**src/sv/btpr_pkg.sv**
```systemverilog
package btpr_pkg;

    localparam int PRIME_BITS = 16;
    localparam int WIDE_BITS  = 2 * PRIME_BITS;
    localparam int DIV_CNT_W  = $clog2(WIDE_BITS + 1);

    // Residues mod 8 for which 2 can be a primitive root.
    localparam logic [2:0] RESIDUE_A = 3'd3;
    localparam logic [2:0] RESIDUE_B = 3'd5;

    localparam logic [PRIME_BITS-1:0] VAL_ONE = PRIME_BITS'(1);
    localparam logic [PRIME_BITS-1:0] VAL_TWO = PRIME_BITS'(2);
    localparam logic [PRIME_BITS-1:0] VAL_THREE = PRIME_BITS'(3);

    typedef enum logic [3:0] {
        OP_NONE,
        OP_LOAD,
        OP_POW_HALF,
        OP_STRIP2,
        OP_SET_D3,
        OP_DIV_ND,
        OP_DIV_PM1_D,
        OP_DIV_PM1_N,
        OP_POW_Q,
        OP_N_QUOT,
        OP_D_INC,
        OP_MUL_ACC,
        OP_MUL_B,
        OP_DIV_PROD,
        OP_ACC_REM,
        OP_B_REM_SHIFT
    } op_t;

    typedef struct packed {
        op_t  op;
        logic emit;
        logic emit_val;
    } cmd_t;

    typedef struct packed {
        logic is_two;
        logic residue_ok;
        logic n_even;
        logic n_is_one;
        logic n_gt_one;
        logic d_sq_le;
        logic div_done;
        logic rem_zero;
        logic e_zero;
        logic e_lsb;
        logic acc_one;
        logic out_free;
    } status_t;

    typedef enum logic [1:0] {
        CTX_TWO,
        CTX_D,
        CTX_LAST
    } ctx_t;

endpackage

```
**src/sv/btpr_divider.sv**
```systemverilog
// Restoring divider, one quotient bit per cycle. A narrow request divides a
// PRIME_BITS dividend, a wide one a double-width dividend.
module btpr_divider (
    input  logic                               clk,
    input  logic                               rst_n,
    input  logic                               start,
    input  logic                               wide,
    input  logic [btpr_pkg::WIDE_BITS-1:0]     dividend,
    input  logic [btpr_pkg::PRIME_BITS-1:0]    divisor,
    output logic                               done,
    output logic [btpr_pkg::PRIME_BITS-1:0]    quot,
    output logic [btpr_pkg::PRIME_BITS-1:0]    rem
);

    localparam int W  = btpr_pkg::PRIME_BITS;
    localparam int WW = btpr_pkg::WIDE_BITS;
    localparam int CW = btpr_pkg::DIV_CNT_W;

    logic [WW-1:0] dq_reg, dq_next;
    logic [W-1:0]  rem_reg, rem_next;
    logic [W-1:0]  dsr_reg, dsr_next;
    logic [CW-1:0] cnt_reg, cnt_next;
    logic          busy_reg, busy_next;
    logic          done_reg, done_next;
    logic [W:0]    trial;
    logic [W:0]    diff;
    logic          ge;

    assign trial = {rem_reg, dq_reg[WW-1]};
    assign ge    = trial >= {1'b0, dsr_reg};
    assign diff  = trial - {1'b0, dsr_reg};

    always_comb
    begin
        dq_next   = dq_reg;
        rem_next  = rem_reg;
        dsr_next  = dsr_reg;
        cnt_next  = cnt_reg;
        busy_next = busy_reg;
        done_next = 1'b0;
        if (start)
        begin
            dq_next   = wide ? dividend : {dividend[W-1:0], {W{1'b0}}};
            rem_next  = '0;
            dsr_next  = divisor;
            cnt_next  = wide ? CW'(WW) : CW'(W);
            busy_next = 1'b1;
        end
        else if (busy_reg)
        begin
            dq_next  = {dq_reg[WW-2:0], ge};
            rem_next = ge ? diff[W-1:0] : trial[W-1:0];
            cnt_next = cnt_reg - CW'(1);
            if (cnt_reg == CW'(1))
            begin
                busy_next = 1'b0;
                done_next = 1'b1;
            end
        end
    end

    always_ff @(posedge clk or negedge rst_n)
    begin
        if (!rst_n)
        begin
            busy_reg <= 1'b0;
            done_reg <= 1'b0;
            cnt_reg  <= '0;
        end
        else
        begin
            busy_reg <= busy_next;
            done_reg <= done_next;
            cnt_reg  <= cnt_next;
        end
    end

    always_ff @(posedge clk)
    begin
        dq_reg  <= dq_next;
        rem_reg <= rem_next;
        dsr_reg <= dsr_next;
    end

    assign done = done_reg;
    assign quot = dq_reg[W-1:0];
    assign rem  = rem_reg;

endmodule

```
**src/sv/btpr_datapath.sv**
```systemverilog
module btpr_datapath (
    input  logic                               clk,
    input  logic                               rst_n,
    input  btpr_pkg::cmd_t                     cmd,
    output btpr_pkg::status_t                  status,
    input  logic [btpr_pkg::PRIME_BITS-1:0]    candidate,
    output logic                               res_valid,
    input  logic                               res_ready,
    output logic                               is_generator
);

    localparam int W  = btpr_pkg::PRIME_BITS;
    localparam int WW = btpr_pkg::WIDE_BITS;

    logic [W-1:0]  p_reg, p_next;
    logic [W-1:0]  pm1_reg, pm1_next;
    logic [W-1:0]  n_reg, n_next;
    logic [W-1:0]  d_reg, d_next;
    logic [W-1:0]  e_reg, e_next;
    logic [W-1:0]  acc_reg, acc_next;
    logic [W-1:0]  b_reg, b_next;
    logic [WW-1:0] prod_reg, prod_next;
    logic          out_valid_reg, out_valid_next;
    logic          out_val_reg, out_val_next;

    logic          div_start;
    logic          div_wide;
    logic [WW-1:0] div_dividend;
    logic [W-1:0]  div_divisor;
    logic          div_done;
    logic [W-1:0]  div_quot;
    logic [W-1:0]  div_rem;
    logic [WW-1:0] d_sq;

    btpr_divider u_div (
        .clk      (clk),
        .rst_n    (rst_n),
        .start    (div_start),
        .wide     (div_wide),
        .dividend (div_dividend),
        .divisor  (div_divisor),
        .done     (div_done),
        .quot     (div_quot),
        .rem      (div_rem)
    );

    always_comb
    begin
        div_start    = 1'b0;
        div_wide     = 1'b0;
        div_dividend = {{W{1'b0}}, n_reg};
        div_divisor  = d_reg;
        case (cmd.op)
            btpr_pkg::OP_DIV_ND:
            begin
                div_start = 1'b1;
            end
            btpr_pkg::OP_DIV_PM1_D:
            begin
                div_start    = 1'b1;
                div_dividend = {{W{1'b0}}, pm1_reg};
            end
            btpr_pkg::OP_DIV_PM1_N:
            begin
                div_start    = 1'b1;
                div_dividend = {{W{1'b0}}, pm1_reg};
                div_divisor  = n_reg;
            end
            btpr_pkg::OP_DIV_PROD:
            begin
                div_start    = 1'b1;
                div_wide     = 1'b1;
                div_dividend = prod_reg;
                div_divisor  = p_reg;
            end
            default:
            begin
            end
        endcase
    end

    always_comb
    begin
        p_next    = p_reg;
        pm1_next  = pm1_reg;
        n_next    = n_reg;
        d_next    = d_reg;
        e_next    = e_reg;
        acc_next  = acc_reg;
        b_next    = b_reg;
        prod_next = prod_reg;
        case (cmd.op)
            btpr_pkg::OP_LOAD:
            begin
                p_next   = candidate;
                pm1_next = candidate - btpr_pkg::VAL_ONE;
                n_next   = candidate - btpr_pkg::VAL_ONE;
            end
            btpr_pkg::OP_POW_HALF:
            begin
                e_next   = {1'b0, pm1_reg[W-1:1]};
                acc_next = btpr_pkg::VAL_ONE;
                b_next   = btpr_pkg::VAL_TWO;
            end
            btpr_pkg::OP_STRIP2:     n_next = {1'b0, n_reg[W-1:1]};
            btpr_pkg::OP_SET_D3:     d_next = btpr_pkg::VAL_THREE;
            btpr_pkg::OP_POW_Q:
            begin
                e_next   = div_quot;
                acc_next = btpr_pkg::VAL_ONE;
                b_next   = btpr_pkg::VAL_TWO;
            end
            btpr_pkg::OP_N_QUOT:     n_next = div_quot;
            btpr_pkg::OP_D_INC:      d_next = d_reg + btpr_pkg::VAL_TWO;
            btpr_pkg::OP_MUL_ACC:    prod_next = WW'(acc_reg) * WW'(b_reg);
            btpr_pkg::OP_MUL_B:      prod_next = WW'(b_reg) * WW'(b_reg);
            btpr_pkg::OP_ACC_REM:    acc_next = div_rem;
            btpr_pkg::OP_B_REM_SHIFT:
            begin
                b_next = div_rem;
                e_next = {1'b0, e_reg[W-1:1]};
            end
            default:
            begin
            end
        endcase
    end

    // The output word register lets the next candidate start while a result waits.
    always_comb
    begin
        out_valid_next = out_valid_reg;
        out_val_next   = out_val_reg;
        if (cmd.emit)
        begin
            out_valid_next = 1'b1;
            out_val_next   = cmd.emit_val;
        end
        else if (res_ready)
        begin
            out_valid_next = 1'b0;
        end
    end

    always_ff @(posedge clk or negedge rst_n)
    begin
        if (!rst_n)
        begin
            out_valid_reg <= 1'b0;
        end
        else
        begin
            out_valid_reg <= out_valid_next;
        end
    end

    always_ff @(posedge clk)
    begin
        p_reg       <= p_next;
        pm1_reg     <= pm1_next;
        n_reg       <= n_next;
        d_reg       <= d_next;
        e_reg       <= e_next;
        acc_reg     <= acc_next;
        b_reg       <= b_next;
        prod_reg    <= prod_next;
        out_val_reg <= out_val_next;
    end

    assign d_sq = WW'(d_reg) * WW'(d_reg);

    always_comb
    begin
        status.is_two     = p_reg == btpr_pkg::VAL_TWO;
        status.residue_ok = (p_reg[2:0] == btpr_pkg::RESIDUE_A) ||
                            (p_reg[2:0] == btpr_pkg::RESIDUE_B);
        status.n_even     = !n_reg[0];
        status.n_is_one   = n_reg == btpr_pkg::VAL_ONE;
        status.n_gt_one   = n_reg > btpr_pkg::VAL_ONE;
        status.d_sq_le    = d_sq <= {{W{1'b0}}, pm1_reg};
        status.div_done   = div_done;
        status.rem_zero   = div_rem == '0;
        status.e_zero     = e_reg == '0;
        status.e_lsb      = e_reg[0];
        status.acc_one    = acc_reg == btpr_pkg::VAL_ONE;
        status.out_free   = !out_valid_reg || res_ready;
    end

    assign res_valid    = out_valid_reg;
    assign is_generator = out_val_reg;

endmodule

```
**config.mk**
```make
export PLATFORM = sky130hd
export DESIGN_NAME = btpr_datapath
export DESIGN_NICKNAME = d
export VERILOG_FILES = /design/src/sv/btpr_pkg.sv /design/src/sv/btpr_divider.sv /design/src/sv/btpr_datapath.sv
export SDC_FILE = /design/constraint.sdc
export NUM_CORES = 2
export LEC_CHECK = 0
export BUFFER_PORTS_ARGS = -buffer_cell sky130_fd_sc_hd__buf_2
export CAP_MARGIN = 25
export CORE_ASPECT_RATIO = 0.6
export CORE_MARGIN = 2
export CORE_UTILIZATION = 45
export CTS_BUF_LIST = sky130_fd_sc_hd__clkbuf_8
export DETAILED_ROUTE_END_ITERATION = 12
export GPL_ROUTABILITY_DRIVEN = 0
export GPL_TIMING_DRIVEN = 1
export PLACE_DENSITY = 0.67
export SYNTH_ARGS = -nofsm -noshare
export SYNTH_HDL_FRONTEND = slang
export SYNTH_SLANG_ARGS = --single-unit
```
**constraint.sdc**
```tcl
create_clock -name clk -period 11.26 [get_ports clk]
set_input_delay 1.126 -clock clk [delete_from_list [all_inputs] [get_ports clk]]
set_output_delay 1.126 -clock clk [all_outputs]
set_load 0.02 [all_outputs]
```
## Word-level counts from Yosys, hierarchy flattened

Cells that the tools add are included.

- Reduce and logical (&&, ||, !) cells: 17
- Add/sub/neg operators: 4
- $mul: 3
- Mux-type cells: 25
- Eq/ne operators: 21
- $lt $le $gt $ge: 3

Operators by type and width:

| cell | number |
|---|---|
| $pmux 16 s2 | 4 |
| $pmux 32 s2 | 2 |
| $mul 16x16->32 | 3 |
| $mux 32 | 3 |
| $pmux 16 s3 | 2 |
| $eq 16x1->1 const B | 2 |
| $eq 4x4->1 const B | 8 |
| $le 32x16->1 | 1 |
| $logic_not 16->1 | 2 |
| $mux 6 | 3 |
| $ge 17x16->1 | 1 |
| $add 16x2->16 const B | 1 |
| $eq 16x2->1 const B | 1 |
| $eq 4x3->1 const B | 4 |
| $gt 16x1->1 const B | 1 |
| $mux 16 | 1 |
| $sub 16x1->16 const B | 1 |
| $sub 16x16->16 | 1 |
| $reduce_bool 2->1 | 6 |
| $mux 1 | 10 |
| $eq 4x2->1 const B | 2 |
| $eq 6x1->1 const B | 1 |
| $reduce_bool 3->1 | 2 |
| $sub 6x1->6 const B | 1 |
| other kinds (7) | 10 |

- Word-level logic and storage cells: 89
- Bits in registers: 218
- Input port bits: 25

## Logic depth before layout (Yosys ltp)

- Depth after elaboration: 5
- Mapped depth: 34

## By module

Synthesis repeated with hierarchy kept, for this count alone.

- Cell total of the unflattened synthesis: 3744
- Area total of the unflattened synthesis: 34484.3 sq um

Modules (own cells, without submodules):

| module | cells each | area each (sq um) | times used |
|---|---|---|---|
| btpr_datapath | 3298 | 30199.0 | 1 |
| btpr_divider | 446 | 4285.4 | 1 |

## Least setup slack after synthesis

No wires, ideal clock.

- Kind: reg-to-output
- From: register d_reg[9]
- To: output status[6] (netlist name)
- Path buffers: 2
- Stages on the path, launching flop included: 30
- Required time: 10134 ps
- Arrival: 7348 ps
- Slack: 2786 ps
- Path through: edfxtp_1 -> clkbuf_1 -> clkbuf_1 -> nand2_1 -> fa_1 -> fa_1 -> inv_1 -> fa_1 -> inv_1 -> fa_1 -> inv_1 -> fa_1 -> inv_1 -> fa_1 -> inv_1 -> ha_1 -> a21oi_1 -> o21ai_0 -> a21o_1 -> a21oi_1 -> xnor2_1 -> ha_1 -> nand4_1 -> nor4_1 -> a31oi_1 -> nor4_1 -> o2111ai_1 -> a2111oi_2 -> nand4_1 -> nor4_2

RTL lines:

| item | RTL line | text |
|---|---|---|
| start: declaration | btpr_datapath.sv:18 | `logic [W-1:0] d_reg, d_next;` |
| start signal: assignment | btpr_datapath.sv:162 | `d_reg <= d_next;` |
| end: declaration | btpr_datapath.sv:5 | `output btpr_pkg::status_t status,` |

==> summary.md <==
* 3613 — synthesized instance count
* 0 ns — Setup Total Neg Slack
* 0.69 ns — longest individual stage delay on the worst path
* completed — run status
* 4495 — net count of the mapped netlist
* register to output pin — Crit Path Class
* 0.0349 mm^2 — Placed Area
* 72400 um — Post-DP HPWL
* 357 um — die outline width
* 0.246 — overall fraction of global-route tracks in use
* 0.0770 mm^2 — DIE AREA
* 0 — Final Max Slew Viols
* sky130_fd_sc_hd__inv_1, sky130_fd_sc_hd__fa_1, sky130_fd_sc_hd__nand2_1, sky130_fd_sc_hd__ha_1, sky130_fd_sc_hd__edfxtp_1 — cell types with the highest counts after synthesis
* 0.188 — part of the Yosys area used for sequential elements
* 0.308 — worst slew slack as a fraction of its limit
* 100 MHz — highest clock frequency the design can meet
* 0.0336 mm^2 — netlist area before placement
* 0.456 — starting utilization of the core area
* 4458 — number of nets in the final layout
* sky130_fd_sc_hd__inv_1 — cell with the most instances after synthesis
* 0.07 ns — clock transition at the registers of the reported paths
* 0.0354 mm^2 — Final Cell Area
* 146000 um — wire length of the first global-routing pass
* input port to asynchronous set/reset pin — min-delay worst type
* 5.41 — Via density
* 217 — synthesized flop and latch total
* built — TritonCTS clock tree
* 2486 — number of design-rule violations left by the first detailed-router iteration
* 1.03 ns — slew of the pin with the lowest slew margin
* 0.253 mV — maximum vdd drop
* 0.0738 mm^2 — core area
* 0.0415 — Async S/R FF share, synth
* 9.31 um^2 — Avg Cell Area, Syn
* 0.884 — share of the clock period used by the worst path after layout
* 0 — count of yosys warnings during synthesis
* 0.0434 — share of final-layout standard cells stronger than drive strength 1
* sky130_fd_sc_hd__fa_1 — cell type with the largest total area after synthesis
* 8.83 ns — critical path data arrival time
* 192 — number of enable flip-flop cells after synthesis
* sky130_fd_sc_hd__edfxtp_1 — slowest library cell on the worst path
* 17.3 nW — leakage power of the design
* 70 — Cell variety after synth
* false — setup repair after global routing missed its margin
* 0 — Finish-stage setup viols
* 91300 um — total detailed-routing wirelength
* sky130_fd_sc_hd__clkbuf_8 — master cell of the clock root buffer
* 19.9 um — WL/cell
* sky130_fd_sc_hd__edfxtp_1 — most instantiated flip-flop cell in the synthesis netlist
* 24735 — vias in the first global route
* 14 — maximum net fanout on the critical path
* 0 — max-cap violation count
* 6990 — fill count
* 3 — clk buf depth
* 0.312 — area fraction of the dominant cell type after synthesis
* output pin — CP endpoint kind
* 9.96 ns — time the worst path needs with I/O delays and setup
* 0.0221 ns — Worst Skew
* 261 mW/mm^2 — total power divided by cell area
* 0 — number of failing hold endpoints at the final stage
* 0 — hold-fix buffer count after cts
* 62 — largest net degree at the start of global routing
* 217 — clk sinks
* 38 — count of port buffers added during placement
* 5.36% — Synth-to-Final Area Change
* 24790 — total number of vias
* 6 — initial antenna violation count
* 0 — drc violations
* 0 — Remaining Overflow, GRT
* 39 — number of primary I/O pins
* 1 — htree depth
* 5 — First-pass DRT Iterations
* 0 — Post-CTS Setup Inserts
* register — crit path launch type
* 216 um — floorplan die height
* sky130_fd_sc_hd__fa_1, sky130_fd_sc_hd__edfxtp_1, sky130_fd_sc_hd__ha_1 — leading post-synthesis cells by cell area
* 77 — Rows
* 30 — number of buffers added by the clock tree synthesis step
* 0.63 ns — clock network latency to the later pin of the worst-skew pair
* 0 — residual antenna-violating net count after detailed routing
* 10.13 ns — Required @ worst endpoint
* 0 — number of resized instances in the post-cts repair step
cell usage in the layout (no fill, tap or decap), types with 8 or more instances in the layout:
cell type	Yosys	final
sky130_fd_sc_hd__inv_1	729	736
sky130_fd_sc_hd__fa_1	524	524
sky130_fd_sc_hd__nand2_1	455	455
sky130_fd_sc_hd__ha_1	333	333
sky130_fd_sc_hd__edfxtp_1	192	192
sky130_fd_sc_hd__and2_1	186	186
sky130_fd_sc_hd__nor2_1	175	172
sky130_fd_sc_hd__a21oi_1	122	122
sky130_fd_sc_hd__o21ai_0	96	96
sky130_fd_sc_hd__xnor2_1	75	75
sky130_fd_sc_hd__a21o_1	64	64
sky130_fd_sc_hd__a22oi_1	49	49
sky130_fd_sc_hd__xor2_1	46	46
sky130_fd_sc_hd__a22o_1	44	44
sky130_fd_sc_hd__buf_4	2	44
sky130_fd_sc_hd__buf_2	3	38
sky130_fd_sc_hd__clkbuf_8	0	31
sky130_fd_sc_hd__nor4_1	27	27
sky130_fd_sc_hd__nand2b_1	25	25
sky130_fd_sc_hd__nor3_1	27	25
sky130_fd_sc_hd__nand3_1	24	24
sky130_fd_sc_hd__a211oi_1	21	21
sky130_fd_sc_hd__nor2b_1	19	19
sky130_fd_sc_hd__nand4_1	18	18
sky130_fd_sc_hd__or3_1	17	17
sky130_fd_sc_hd__clkinv_1	8	16
sky130_fd_sc_hd__dfxtp_1	16	16
sky130_fd_sc_hd__a31oi_1	13	13
sky130_fd_sc_hd__mux2i_1	13	13
sky130_fd_sc_hd__o21a_1	12	12
sky130_fd_sc_hd__o21bai_1	9	9
sky130_fd_sc_hd__dfrtp_1	9	9
sky130_fd_sc_hd__or2_2	8	8
sky130_fd_sc_hd__o211ai_1	8	8
sky130_fd_sc_hd__o31ai_1	8	8
critical path: cells and delay by family (launching register included):
family	cells	cell delay (ns)
xor+xnor	1	0.10
fa+ha+maj	8	3.66
flops	1	0.69
buf+inv	8	1.01
compound gates	6	1.22
simple gates	8	1.54
layout make-up:
cell class              instances  area [um^2]  area share
well taps                     987         1230      0.0348
diodes                          1         2.50   0.0000706
multi-input cells            2507        24000       0.678
flip-flops and latches        217         6310       0.178
clock buffers                  31          427      0.0120
inverters                     737         2770      0.0781
repair buffers                 83          536      0.0151
clock inverters                23          128     0.00360
power breakdown:
group / internal, mW / switching, mW
clock network: 0.279 / 0.340
registers: 1.16 / 0.160
logic: 2.81 / 4.52
through the flow:
| step | instances | util | setup WS (ns) | power, mW | hold slack [ns] |
|---|---|---|---|---|---|
| 2_1_floorplan | 3613 | - | 2.79 | 6.31 | 0.473 |
| 3_3_place_gp | 4528 | 0.472 | 2.18 | 8.36 | 0.484 |
| 3_5_place_dp | 4529 | 0.472 | 2.08 | 8.38 | 0.497 |
| 4_1_cts | 4583 | 0.480 | 1.36 | 9.08 | 0.320 |
| 5_1_grt | 4586 | 0.480 | 0.726 | 10.2 | 0.338 |
| 6_report | 4586 | 0.480 | 1.30 | 9.26 | 0.357 |
logic make-up after synthesis:
family / Yosys count / share of synthesized area
AND/OR/NAND/NOR: 1017 / 0.143
buffers and inverters: 889 / 0.0995
adder cells (fa/ha/maj): 857 / 0.436
AO/OA/AOI/OAI: 497 / 0.0986
flip-flops: 217 / 0.188
XOR/XNOR: 121 / 0.0315
multiplexers: 15 / 0.00454
metal layers:
metal / GRT usage / part of all wire
met4: 0.0252 / 0.0090
met2: 0.292 / 0.35
met5: 0 / 0.00068
met1: 0.398 / 0.49
met3: 0.121 / 0.15
worst paths after layout:
check	start	end	slack, ns	cells after the start
max	d_reg[10]	status[6]	1.30	31
min	rst_n	res_valid	0.36	1
max reg2reg	acc_reg[8]	prod_reg[30]	3.35	22
min reg2reg	res_valid	res_valid	0.51	2
max in group asynchronous	rst_n	u_div.cnt_reg[5]	10.71	1
min in group clk	res_valid	res_valid	0.51	2
No activity file was read; power rests on OpenSTA's default activity.
